<file path="config.mk">
export PLATFORM = sky130hd
export DESIGN_NAME = pattern_match_clear_stream
export DESIGN_NICKNAME = d
export VERILOG_FILES = /design/src/design/pmc_pkg.sv /design/src/design/pmc_cfg.sv /design/src/design/pmc_window.sv /design/src/design/pmc_out_stage.sv /design/src/design/pattern_match_clear_stream.sv
export VERILOG_INCLUDE_DIRS = /design/src /design/src/design
export SDC_FILE = /design/constraint.sdc
export NUM_CORES = 1
export LEC_CHECK = 0
export BUFFER_PORTS_ARGS = -buffer_cell sky130_fd_sc_hd__buf_2
export CAP_MARGIN = 20
export CORE_MARGIN = 5
export CORE_UTILIZATION = 60
export CTS_CLUSTER_SIZE = 14
export DETAILED_ROUTE_END_ITERATION = 6
export MAX_ROUTING_LAYER = met4
export PLACE_DENSITY_LB_ADDON = 0.12
export SKIP_LAST_GASP = 1
export SLEW_MARGIN = 15
export SYNTH_ARGS = -nofsm -noshare
export SYNTH_HDL_FRONTEND = slang
export SYNTH_HIERARCHICAL = 1
export SYNTH_SLANG_ARGS = --single-unit
</file>
<file path="constraint.sdc">
create_clock -name clk -period 15.5 [get_ports clk]
set_input_delay 4.65 -clock clk [delete_from_list [all_inputs] [get_ports clk]]
set_output_delay 4.65 -clock clk [all_outputs]
set_load 0.05 [all_outputs]
</file>
<file path="src/design/pattern_match_clear_stream_macros.svh">
// ============================================================================
// Assertion macros for the pattern match and clear stream block
// Short forms of the concurrent assertions used inside the design modules.
// Each macro expects signals named clk and rst_n in the calling module.
// ============================================================================
`ifndef PATTERN_MATCH_CLEAR_STREAM_MACROS_SVH
`define PATTERN_MATCH_CLEAR_STREAM_MACROS_SVH

// A condition that holds at every clock edge out of reset.
`define PMC_ASSERT_HOLDS(label, expr, msg) \
  label: assert property (@(posedge clk) disable iff (!rst_n) (expr)) \
    else $error(msg);

// A condition that implies another one in the same cycle.
`define PMC_ASSERT_IMPLIES(label, ante, cons, msg) \
  label: assert property (@(posedge clk) disable iff (!rst_n) (ante) |-> (cons)) \
    else $error(msg);

// A condition that implies another one in the next cycle.
`define PMC_ASSERT_NEXT(label, ante, cons, msg) \
  label: assert property (@(posedge clk) disable iff (!rst_n) (ante) |=> (cons)) \
    else $error(msg);

`endif

</file>
<file path="src/design/pmc_pkg.sv">
// ============================================================================
// pmc_pkg
// Shared types and constants of the pattern match and clear stream block.
// ============================================================================
`default_nettype none

package pmc_pkg;

  // Window slots in the datapath and pattern bytes held in the registers.
  localparam int WIN_SLOTS         = 16;
  localparam int PAT_BYTES         = 16;
  localparam int MAX_PATTERN_BYTES = 16;

  // Field widths.
  localparam int BYTE_W    = 8;
  localparam int LEN_W     = 5;
  localparam int COUNT_W   = 16;
  localparam int CFG_IDX_W = 2;
  localparam int CFG_DATA_W = 64;

  localparam logic [COUNT_W-1:0] COUNT_MAX = '1;

  // Configuration register indexes.
  localparam logic [CFG_IDX_W-1:0] REG_PAT_LOW  = 2'd0;
  localparam logic [CFG_IDX_W-1:0] REG_PAT_HIGH = 2'd1;
  localparam logic [CFG_IDX_W-1:0] REG_PAT_LEN  = 2'd2;
  localparam logic [CFG_IDX_W-1:0] REG_CLEAR    = 2'd3;

  typedef logic [BYTE_W-1:0]  byte_t;
  typedef logic [COUNT_W-1:0] count_t;
  typedef logic [LEN_W-1:0]   len_t;

  // Settings that the window logic works with.
  typedef struct packed {
    logic [PAT_BYTES-1:0][BYTE_W-1:0] pattern;
    len_t                             len;        // effective length, 1 up to the cap
    byte_t                            clear_val;
    logic                             restart;    // length written: start a new stream
  } cfg_t;

  // One emitted byte from the window toward the output register.
  typedef struct packed {
    logic   valid;
    byte_t  data;
    logic   last;
    count_t count;
  } emit_t;

endpackage

`default_nettype wire

</file>
<file path="src/design/pmc_cfg.sv">
// ============================================================================
// pmc_cfg
// Configuration registers with the effective pattern length.
// ============================================================================
`default_nettype none

module pmc_cfg #(
  parameter int MAX_PATTERN_BYTES = pmc_pkg::MAX_PATTERN_BYTES
) (
  input  wire logic                            clk,
  input  wire logic                            rst_n,
  input  wire logic                            cfg_wr_en,
  input  wire logic [pmc_pkg::CFG_IDX_W-1:0]   cfg_index,
  input  wire logic [pmc_pkg::CFG_DATA_W-1:0]  cfg_wdata,
  output pmc_pkg::cfg_t                        cfg
);

  localparam int LEN_CAP = (MAX_PATTERN_BYTES < pmc_pkg::WIN_SLOTS) ?
                           MAX_PATTERN_BYTES : pmc_pkg::WIN_SLOTS;

  logic [pmc_pkg::CFG_DATA_W-1:0] pat_low_r, pat_low_nxt;
  logic [pmc_pkg::CFG_DATA_W-1:0] pat_high_r, pat_high_nxt;
  pmc_pkg::len_t                  len_raw_r, len_raw_nxt;
  pmc_pkg::byte_t                 clear_r, clear_nxt;
  logic                           restart;
  pmc_pkg::len_t                  len_eff;

  // Register write decode.
  always_comb begin
    pat_low_nxt  = pat_low_r;
    pat_high_nxt = pat_high_r;
    len_raw_nxt  = len_raw_r;
    clear_nxt    = clear_r;
    restart      = 1'b0;
    if (cfg_wr_en) begin
      unique case (cfg_index)
        pmc_pkg::REG_PAT_LOW:  pat_low_nxt  = cfg_wdata;
        pmc_pkg::REG_PAT_HIGH: pat_high_nxt = cfg_wdata;
        pmc_pkg::REG_PAT_LEN: begin
          len_raw_nxt = cfg_wdata[pmc_pkg::LEN_W-1:0];
          restart     = 1'b1;
        end
        pmc_pkg::REG_CLEAR:    clear_nxt    = cfg_wdata[pmc_pkg::BYTE_W-1:0];
      endcase
    end
  end

  always_ff @(posedge clk) begin
    if (!rst_n) begin
      pat_low_r  <= '0;
      pat_high_r <= '0;
      len_raw_r  <= pmc_pkg::LEN_W'(1);
      clear_r    <= '0;
    end else begin
      pat_low_r  <= pat_low_nxt;
      pat_high_r <= pat_high_nxt;
      len_raw_r  <= len_raw_nxt;
      clear_r    <= clear_nxt;
    end
  end

  // A length of zero acts as one; a length above the cap acts as the cap.
  always_comb begin
    priority if (len_raw_r == '0) begin
      len_eff = pmc_pkg::LEN_W'(1);
    end else if (len_raw_r > pmc_pkg::LEN_W'(LEN_CAP)) begin
      len_eff = pmc_pkg::LEN_W'(LEN_CAP);
    end else begin
      len_eff = len_raw_r;
    end
  end

  // Pattern byte i sits in bits 8i of the low word, then of the high word.
  assign cfg.pattern   = {pat_high_r, pat_low_r};
  assign cfg.len       = len_eff;
  assign cfg.clear_val = clear_r;
  assign cfg.restart   = restart;

endmodule

`default_nettype wire

</file>
<file path="src/design/pmc_window.sv">
// ============================================================================
// pmc_window
// Byte window with parallel pattern compare, match marking and end flush.
// ============================================================================
`default_nettype none

module pmc_window #(
  parameter int MAX_PATTERN_BYTES = pmc_pkg::MAX_PATTERN_BYTES
) (
  input  wire logic           clk,
  input  wire logic           rst_n,
  input  wire pmc_pkg::cfg_t  cfg,
  input  wire logic           in_tvalid,
  output logic                in_tready,
  input  wire pmc_pkg::byte_t in_byte,
  input  wire logic           in_final,
  input  wire logic           can_load,
  output pmc_pkg::emit_t      emit
);

  `include "pattern_match_clear_stream_macros.svh"

  localparam int LEN_CAP = (MAX_PATTERN_BYTES < pmc_pkg::WIN_SLOTS) ?
                           MAX_PATTERN_BYTES : pmc_pkg::WIN_SLOTS;
  localparam int FW      = $clog2(LEN_CAP + 1);
  localparam int LW      = pmc_pkg::LEN_W;

  typedef logic [LEN_CAP-1:0][pmc_pkg::BYTE_W-1:0] win_t;

  win_t                 win_r, win_nxt;
  logic [LEN_CAP-1:0]   mark_r, mark_nxt;
  logic [FW-1:0]        fill_r, fill_nxt;
  pmc_pkg::count_t      count_r, count_nxt;
  logic                 flush_r, flush_nxt;

  logic [LW-1:0]        fill5;
  logic [LW-1:0]        fill_app5;
  logic [LW-1:0]        len_m1;
  win_t                 win_app, win_app_sh, win_r_sh;
  logic [LEN_CAP-1:0]   mark_app, mark_hit, mark_hit_sh, mark_r_sh;
  logic                 full;
  logic                 hit;
  logic                 in_acc;
  pmc_pkg::count_t      count_inc;

  assign fill5     = LW'(fill_r);
  assign fill_app5 = fill5 + LW'(1);
  assign len_m1    = cfg.len - LW'(1);
  assign full      = (fill_app5 == cfg.len);

  // No new item while the window drains at the end of a stream.
  assign in_tready = can_load && !flush_r;
  assign in_acc    = in_tvalid && in_tready;

  // Append the new byte behind the buffered ones, then compare the window.
  always_comb begin
    win_app  = win_r;
    mark_app = mark_r;
    hit      = full;
    for (int i = 0; i < LEN_CAP; i++) begin
      if (fill5 == LW'(i)) begin
        win_app[i]  = in_byte;
        mark_app[i] = 1'b0;
      end
    end
    for (int i = 0; i < LEN_CAP; i++) begin
      if (LW'(i) < cfg.len) begin
        if (mark_app[i] || (win_app[i] != cfg.pattern[i])) begin
          hit = 1'b0;
        end
      end
    end
    mark_hit = mark_app;
    for (int i = 0; i < LEN_CAP; i++) begin
      if (hit && (LW'(i) < cfg.len)) begin
        mark_hit[i] = 1'b1;
      end
    end
  end

  // Saturating match counter.
  assign count_inc = (hit && (count_r != pmc_pkg::COUNT_MAX)) ?
                     count_r + pmc_pkg::COUNT_W'(1) : count_r;

  // The oldest byte leaves at slot 0, the rest move down one slot.
  always_comb begin
    win_app_sh  = '0;
    mark_hit_sh = '0;
    win_r_sh    = '0;
    mark_r_sh   = '0;
    for (int i = 0; i < LEN_CAP - 1; i++) begin
      win_app_sh[i]  = win_app[i+1];
      mark_hit_sh[i] = mark_hit[i+1];
      win_r_sh[i]    = win_r[i+1];
      mark_r_sh[i]   = mark_r[i+1];
    end
  end

  // Next state and emitted byte.
  always_comb begin
    win_nxt   = win_r;
    mark_nxt  = mark_r;
    fill_nxt  = fill_r;
    count_nxt = count_r;
    flush_nxt = flush_r;
    emit      = '0;
    priority if (cfg.restart) begin
      mark_nxt  = '0;
      fill_nxt  = '0;
      count_nxt = '0;
      flush_nxt = 1'b0;
    end else if (flush_r) begin
      if (can_load) begin
        emit.valid = 1'b1;
        emit.data  = mark_r[0] ? cfg.clear_val : win_r[0];
        emit.last  = (fill5 == LW'(1));
        emit.count = count_r;
        win_nxt    = win_r_sh;
        mark_nxt   = mark_r_sh;
        fill_nxt   = fill_r - FW'(1);
        if (fill5 == LW'(1)) begin
          mark_nxt  = '0;
          count_nxt = '0;
          flush_nxt = 1'b0;
        end
      end
    end else if (in_acc) begin
      count_nxt = count_inc;
      if (full) begin
        emit.valid = 1'b1;
        emit.data  = mark_hit[0] ? cfg.clear_val : win_app[0];
        emit.last  = in_final && (cfg.len == LW'(1));
        emit.count = count_inc;
        win_nxt    = win_app_sh;
        mark_nxt   = mark_hit_sh;
        fill_nxt   = len_m1[FW-1:0];
      end else begin
        win_nxt    = win_app;
        mark_nxt   = mark_app;
        fill_nxt   = fill_app5[FW-1:0];
      end
      if (in_final) begin
        if (full && (len_m1 == '0)) begin
          mark_nxt  = '0;
          fill_nxt  = '0;
          count_nxt = '0;
        end else begin
          flush_nxt = 1'b1;
        end
      end
    end
  end

  // Window bytes are payload; marks, fill and count are control.
  always_ff @(posedge clk) begin
    win_r <= win_nxt;
  end

  always_ff @(posedge clk) begin
    if (!rst_n) begin
      mark_r  <= '0;
      fill_r  <= '0;
      count_r <= '0;
      flush_r <= 1'b0;
    end else begin
      mark_r  <= mark_nxt;
      fill_r  <= fill_nxt;
      count_r <= count_nxt;
      flush_r <= flush_nxt;
    end
  end

  // Between items the window always holds fewer bytes than the pattern.
  `PMC_ASSERT_HOLDS(a_fill_below_len, flush_r || (fill5 < cfg.len), "window overfilled")
  // A flush never runs on an empty window.
  `PMC_ASSERT_IMPLIES(a_flush_not_empty, flush_r, fill5 != '0, "flush with empty window")
  // The input is held off for the whole flush.
  `PMC_ASSERT_IMPLIES(a_no_input_in_flush, flush_r, !in_tready, "input taken during flush")
  // The last flushed byte starts a fresh stream.
  `PMC_ASSERT_NEXT(a_flush_end_clears, flush_r && can_load && (fill5 == LW'(1)),
                   !flush_r && (fill_r == '0) && (count_r == '0), "stream not cleared")

endmodule

`default_nettype wire

</file>
<file path="src/design/pmc_out_stage.sv">
// ============================================================================
// pmc_out_stage
// Output register toward the result channel.
// ============================================================================
`default_nettype none

module pmc_out_stage (
  input  wire logic           clk,
  input  wire logic           rst_n,
  input  wire pmc_pkg::emit_t emit,
  output logic                can_load,
  output logic                out_tvalid,
  input  wire logic           out_tready,
  output pmc_pkg::byte_t      out_byte,
  output logic                out_last,
  output pmc_pkg::count_t     out_count
);

  `include "pattern_match_clear_stream_macros.svh"

  logic            valid_r, valid_nxt;
  pmc_pkg::byte_t  byte_r;
  logic            last_r;
  pmc_pkg::count_t count_r;

  // The register takes a new item when empty or when its item leaves now.
  assign can_load  = !valid_r || out_tready;
  assign valid_nxt = emit.valid || (valid_r && !out_tready);

  always_ff @(posedge clk) begin
    if (!rst_n) begin
      valid_r <= 1'b0;
    end else begin
      valid_r <= valid_nxt;
    end
  end

  // Payload loads only with a new item.
  always_ff @(posedge clk) begin
    if (emit.valid) begin
      byte_r  <= emit.data;
      last_r  <= emit.last;
      count_r <= emit.count;
    end
  end

  assign out_tvalid = valid_r;
  assign out_byte   = byte_r;
  assign out_last   = last_r;
  assign out_count  = count_r;

  // The window never hands over an item while a stalled one still waits.
  `PMC_ASSERT_IMPLIES(a_emit_into_free, emit.valid, !valid_r || out_tready,
                      "item overwrites a waiting result")

endmodule

`default_nettype wire

</file>
<file path="src/design/pattern_match_clear_stream.sv">
// ============================================================================
// pattern_match_clear_stream
// Streaming pattern match: clears every leftmost non-overlapping match.
// ============================================================================
// The block takes one byte per cycle while the output can load and no flush
// runs, and shows each byte on the output in the cycle after the byte that
// pushes it out of the pattern-long window; the whole window is compared with
// the pattern in the cycle the item arrives. A byte marked as the last of its
// stream starts a flush: the bytes still in the window leave one per cycle
// through the single output register unless stalled, and the input is held
// off until the flush ends. Writing the pattern length drops the window and
// starts a new stream; the other registers take effect on the next item.
// ============================================================================
`default_nettype none

module pattern_match_clear_stream #(
  parameter int MAX_PATTERN_BYTES = pmc_pkg::MAX_PATTERN_BYTES
) (
  input  wire logic                            clk,
  input  wire logic                            rst_n,
  // Input channel.
  input  wire logic                            in_tvalid,
  output logic                                 in_tready,
  input  wire logic [7:0]                      in_tdata,   // [7:0] data_byte
  input  wire logic                            in_tlast,   // final_byte
  // Result channel.
  output logic                                 out_tvalid,
  input  wire logic                            out_tready,
  output logic [23:0]                          out_tdata,  // [7:0] out_byte, [23:8] match_count
  output logic                                 out_tlast,  // out_last
  // Configuration write port.
  input  wire logic                            cfg_wr_en,
  input  wire logic [pmc_pkg::CFG_IDX_W-1:0]   cfg_index,
  input  wire logic [pmc_pkg::CFG_DATA_W-1:0]  cfg_wdata
);

  pmc_pkg::cfg_t   cfg;
  pmc_pkg::emit_t  emit;
  logic            can_load;
  pmc_pkg::byte_t  res_byte;
  pmc_pkg::count_t res_count;

  pmc_cfg #(
    .MAX_PATTERN_BYTES (MAX_PATTERN_BYTES)
  ) u_cfg (
    .clk       (clk),
    .rst_n     (rst_n),
    .cfg_wr_en (cfg_wr_en),
    .cfg_index (cfg_index),
    .cfg_wdata (cfg_wdata),
    .cfg       (cfg)
  );

  pmc_window #(
    .MAX_PATTERN_BYTES (MAX_PATTERN_BYTES)
  ) u_window (
    .clk       (clk),
    .rst_n     (rst_n),
    .cfg       (cfg),
    .in_tvalid (in_tvalid),
    .in_tready (in_tready),
    .in_byte   (in_tdata),
    .in_final  (in_tlast),
    .can_load  (can_load),
    .emit      (emit)
  );

  pmc_out_stage u_out (
    .clk        (clk),
    .rst_n      (rst_n),
    .emit       (emit),
    .can_load   (can_load),
    .out_tvalid (out_tvalid),
    .out_tready (out_tready),
    .out_byte   (res_byte),
    .out_last   (out_tlast),
    .out_count  (res_count)
  );

  assign out_tdata = {res_count, res_byte};

endmodule

`default_nettype wire
</file>
== Word-level counts from Yosys, hierarchy flattened ==
Cells that the tools add are included.
Operators by class
  $add $sub $neg: 4
  order comparisons: 17
  eq/ne operators: 39
  mux-type cells: 121
  bitwise operators: 2
  reduce and logical (&&, ||, !) cells: 56
Operators with widths (number)
  $mux W128: 4
  $mux W16: 13
  $mux W8: 18
  $mux W26: 5
  $ne A8 B8 Y1: 16
  $mux W1: 72
  $eq A5 B4 Y1 const B: 8
  $lt A4 B5 Y1 const A: 8
  $mux W5: 8
  $logic_and A1 B1 Y1: 22
  $eq A5 B3 Y1 const B: 4
  $lt A3 B5 Y1 const A: 4
  $logic_or A1 B1 Y1: 18
  $add A16 B1 Y16 const B: 1
  $ne A16 B16 Y1 const B: 1
  $logic_not A5 Y1: 3
  $mux W15: 1
  $eq A5 B1 Y1 const B: 2
  $eq A5 B2 Y1 const B: 2
  $lt A1 B5 Y1 const A: 2
  $lt A2 B5 Y1 const A: 2
  $reduce_and A2 Y1: 5
  $sub A5 B1 Y5 const B: 2
  $reduce_and A3 Y1: 2
  12 further kinds: 16
Storage, ports and cells
  register bits: 333
  bits of input ports: 80
  output and inout port bits: 27
  word-level logic and storage cells: 267

== Logic depth before layout (Yosys ltp) ==
  depth in word-level cells: 44
  gate-level depth with buffers: 16
  depth with buffers taken out: 12

== Cells and area by module ==
Netlist, hierarchy kept.
By module, submodules not included
  pmc_window: instances 1, cells each 1967, area an instance 14855.5 um^2, seq. area each 4604.4 um^2
  pmc_cfg: instances 1, cells each 537, area an instance 5338.9 um^2, seq. area each 2822.7 um^2
  pmc_out_stage: instances 1, cells each 29, area an instance 799.5 um^2, seq. area each 770.7 um^2

== Worst setup path after synthesis ==
OpenSTA, ideal clock, no wires.
  path kind: input-to-reg
  start point: in cfg_index[0] (netlist bit)
  end point: reg u_window/win_r[0] (netlist bit), enable pin
  library setup time: 0.617 ns
  arrival time: 10.590 ns
  required time: 14.883 ns
  path slack: 4.293 ns
  stages on the path: 5
  path buffers: 2
  path through: nand3b_1 -> inv_1 -> buf_4 -> clkbuf_1 -> nor2_1
Between the ends
  word-level cells in the longest chain between the ends: 5
RTL lines
  from (decl): RTL line pattern_match_clear_stream.sv:33  | input wire logic [pmc_pkg::CFG_IDX_W-1:0] cfg_index,
  $eq A2 B2 Y1: RTL line pmc_cfg.sv:36  | unique case (cfg_index)
  $mux W1: RTL line pmc_cfg.sv:36
  $mux W1: RTL line pmc_cfg.sv:35  | if (cfg_wr_en) begin
  via u_cfg.restart: RTL line pmc_cfg.sv:25  | logic restart;
  $not A1 Y1 (no source line)
  $reduce_and A3 Y1 (no source line)
  to (signal assigned): RTL line pmc_window.sv:156  | win_r <= win_nxt;
  to (decl): RTL line pmc_window.sv:30  | win_t win_r, win_nxt;
The timed path passes the listed nets, and every way through them passes these cells.
A chain may end at the register's enable or synchronous reset.

== Final worst setup path ==
  start point: in out_tready
  end point: out in_tready
Between the ends
  word-level cells in the longest chain between the ends: 2
RTL lines
  from (decl): RTL line pattern_match_clear_stream.sv:28  | input wire logic out_tready,
  $logic_or A1 B1 Y1: RTL line pmc_out_stage.sv:27  | assign can_load = !valid_r || out_tready;
  via can_load: RTL line pattern_match_clear_stream.sv:39  | logic can_load;
  $logic_and A1 B1 Y1: RTL line pmc_window.sv:52  | assign in_tready = can_load && !flush_r;
  to (decl): RTL line pattern_match_clear_stream.sv:23  | output logic in_tready,
The timed path passes the listed nets, and every way through them passes these cells.

==> impl_metrics.env <==
export IMPL_max_freq_mhz=99.7
export IMPL_synth_avg_cell_area_um2=8.29
export IMPL_relSlewSlack_pct=20.3
export IMPL_grt_pass1_wl_um=110000
export IMPL_outcome="finished, violations left"
export IMPL_drc=1
export IMPL_n_antenna_cell=0
export IMPL_initial_utilization_pct=60.8
export IMPL_violations="DRC"
export IMPL_layout_drive_gt1_share_pct=10.0
export IMPL_cts_setup_buffers=0
export IMPL_slew_viol_final=0
export IMPL_nets=2607
export IMPL_finalCriticalPeriod_ns=10.03
export IMPL_ys_seq_area_share_pct=39.0
export IMPL_synth_top_cell_by_area="edfxtp_1"
export IMPL_clock_skew_ns=0.0193
export IMPL_grt_max_degree=118
export IMPL_clk_pin_slew_ns=0.06
export IMPL_dieArea_mm2=0.0388
export IMPL_netSwitchingFraction_pct=42.2
export IMPL_powerDensity_mw_per_mm2=181
export IMPL_grt_usage_pct=37.3
export IMPL_maxCapViolCount=0
export IMPL_area_growth_syn_to_layout_pct=8.88
export IMPL_slowest_stage="buf_2"
export IMPL_port_buffer_count=106
export IMPL_drt_pass1_iterations=7
export IMPL_netlist_area_leader_share_pct=21.9
export IMPL_cpPeakStageDelay_ns=0.29
export IMPL_yosys_warnings=6
export IMPL_yosysMostFrequentCell="nand2_1"
export IMPL_dieHeight_um=197
export IMPL_end_kind="output pin"
export IMPL_htree_levels=2
export IMPL_drt_iter0_markers=2870
export IMPL_syn_inst=2533
export IMPL_root_buffer="clkbuf_16"
export IMPL_required_ns=10.85
export IMPL_ys_ff_latch=333
export IMPL_grt_pass1_vias=18600
export IMPL_comb_power_share_pct=41.0
export IMPL_clock_sinks=333
export IMPL_cp_cell_sequence="buf_2, nand2b_4, nor2b_1, buf_2"
export IMPL_antenna_found_initial=0
export IMPL_critPathMostFrequentCell="buf_2"
export IMPL_synthArstFlopShare_pct=0
export IMPL_cts_tree="yes"
export IMPL_synthesis_nets=2623
export IMPL_place_congestion=1.03
export IMPL_crit_type="input port to output pin"
export IMPL_cts_repair_resized=0
export IMPL_routed_wl_um=73300
export IMPL_hpwl_um=50200
export IMPL_fillers=2938
export IMPL_synth_area_mm2=0.0210
export IMPL_clkPwrFrac_pct=23.1
export IMPL_worst_slew_pin_slew_ns=1.19
export IMPL_clock_latency_ns=0.56
export IMPL_rows=68
export IMPL_grt_overflow=0
export IMPL_synth_edff_count=153
export IMPL_p_seq_share_pct=35.9
export IMPL_rsz0062_at_grt="no"
export IMPL_coreArea_mm2=0.0345
export IMPL_synth_cell_types=94
export IMPL_hp_class="flop to flop"
export IMPL_cts_made_buffers=39
export IMPL_hold_viol_final=0
export IMPL_synth_top_flop_cell="dfxtp_1"
export IMPL_fin_crit_sh_pct=64.7
export IMPL_cp_max_fo=8
export IMPL_ant_nets=0
export IMPL_worstPathArrival_ns=5.38
export IMPL_vdd_drop_max_mv=0.120
export IMPL_num_io_pins=107
export IMPL_synth_common_cells="661 x nand2_1, 217 x mux2i_1, 180 x dfxtp_1"
export IMPL_netlist_top_cells_area="edfxtp_1 22%, dfxtp_1 17%, nand2_1 12%, mux2i_1 10%, a21oi_1 4.1%"
export IMPL_holdBufCountCts=0
export IMPL_finalSetupViolCount=0
export IMPL_viasPerCell=6.58
export IMPL_p_sw_mw=1.75
export IMPL_p_int_mw=2.40
export IMPL_wl_per_cell_um=24.4
export IMPL_p_total_mw=4.14
export IMPL_leakagePower_nw=9.00
export IMPL_tns_ns=0
export IMPL_cts_buffer_depth=3
export IMPL_startpoint_type="input port"
export IMPL_die_w_um=197
export IMPL_vias=19800
power groups by stage:
stage	Clock, mW	Combinational, mW	Sequential (mW)
after floorplan	0	1.16	1.47
after global placement	0	1.61	1.48
after detailed placement	0	1.64	1.49
after CTS	0.967	1.65	1.47
after global routing	1.00	1.84	1.50
final	0.957	1.70	1.49
kinds of logic (layout without fill, tap and decap cells):
group           count (synthesis)  in the layout  share of synthesized area (%)
simple gates                  964            964                           20.4
compound gates                595            595                           18.0
flops                         333            333                           39.0
buf+inv                       289            303                           6.17
mux                           222            222                           10.7
xor+xnor                      120            120                           5.07
fa+ha+maj                      10             10                          0.596
per-layer routing:
| layer | track usage, % | routed length, um |
|---|---|---|
| met1 | 50.5 | 29400 |
| met2 | 56.2 | 32700 |
| met3 | 6.33 | 8060 |
| met4 | 14.8 | 3170 |
| met5 | - | 0 |
worst paths after layout:
| kind | from | to | slack (ns) | cells after the start |
|---|---|---|---|---|
| worst max-delay path | out_tready | in_tready | 5.47 | 4 |
| worst min-delay path | u_cfg/pat_low_r[19] | u_cfg/pat_low_r[19] | 0.47 | 2 |
| worst max register to register | u_window/fill5[0] | u_out/out_byte[0] | 10.15 | 10 |
| worst min register to register | u_cfg/pat_low_r[19] | u_cfg/pat_low_r[19] | 0.47 | 2 |
cells in the final DEF (no fill, tap or decap), types with 53 or more instances in the layout:
cell type  synthesis  routed
nor2_1            95      94
o21ai_0          171     171
a21oi_1          171     170
xor2_1            53      53
mux2i_1          217     217
edfxtp_1         153     153
xnor2_1           66      66
nand2_1          661     660
buf_2             31     105
inv_1             81      81
dfxtp_1          180     179
cell type report:
| cell class | count | area (um^2) | share of cell area, % |
|---|---|---|---|
| inverter | 86 | 323 | 1.41 |
| sequential | 333 | 8200 | 35.9 |
| tap | 455 | 569 | 2.49 |
| clock inverter | 13 | 116 | 0.509 |
| multi-input combinational | 1911 | 11600 | 50.7 |
| timing repair buffer | 146 | 837 | 3.66 |
| clock buffer | 58 | 1220 | 5.35 |
per-stage QoR:
step	area, um^2	setup slack, ns	cells	util, %	hold WS [ns]
floorplan	21000	4.29	2533	-	0.435
global placement	21500	5.48	2930	62.3	0.450
detailed placement	21500	5.47	2931	62.3	0.464
CTS	22900	5.46	3002	66.2	0.472
global route	22900	5.41	3002	66.2	0.500
finish	22900	5.47	3002	66.2	0.469
worst max-delay path: cells and delay by family:
family	cells	cell delay, ns
buffers and inverters	2	0.36
and+or+nand+nor	2	0.36
flip-flops by register name, indices dropped and copies added (netlist names):
name              flops
u_window/win_r      128
u_cfg/pat_high_r     64
u_cfg/pat_low_r      64
u_out/out_count      16
u_window/count_r     16
u_window/mark_r      16
u_cfg/clear_r         8
u_out/out_byte        8
u_cfg/len_raw_r       5
u_window/fill5        5
u_out/out_last        1
u_out/out_tvalid      1
u_window/flush_r      1
Power figures use the tool's default switching activity.
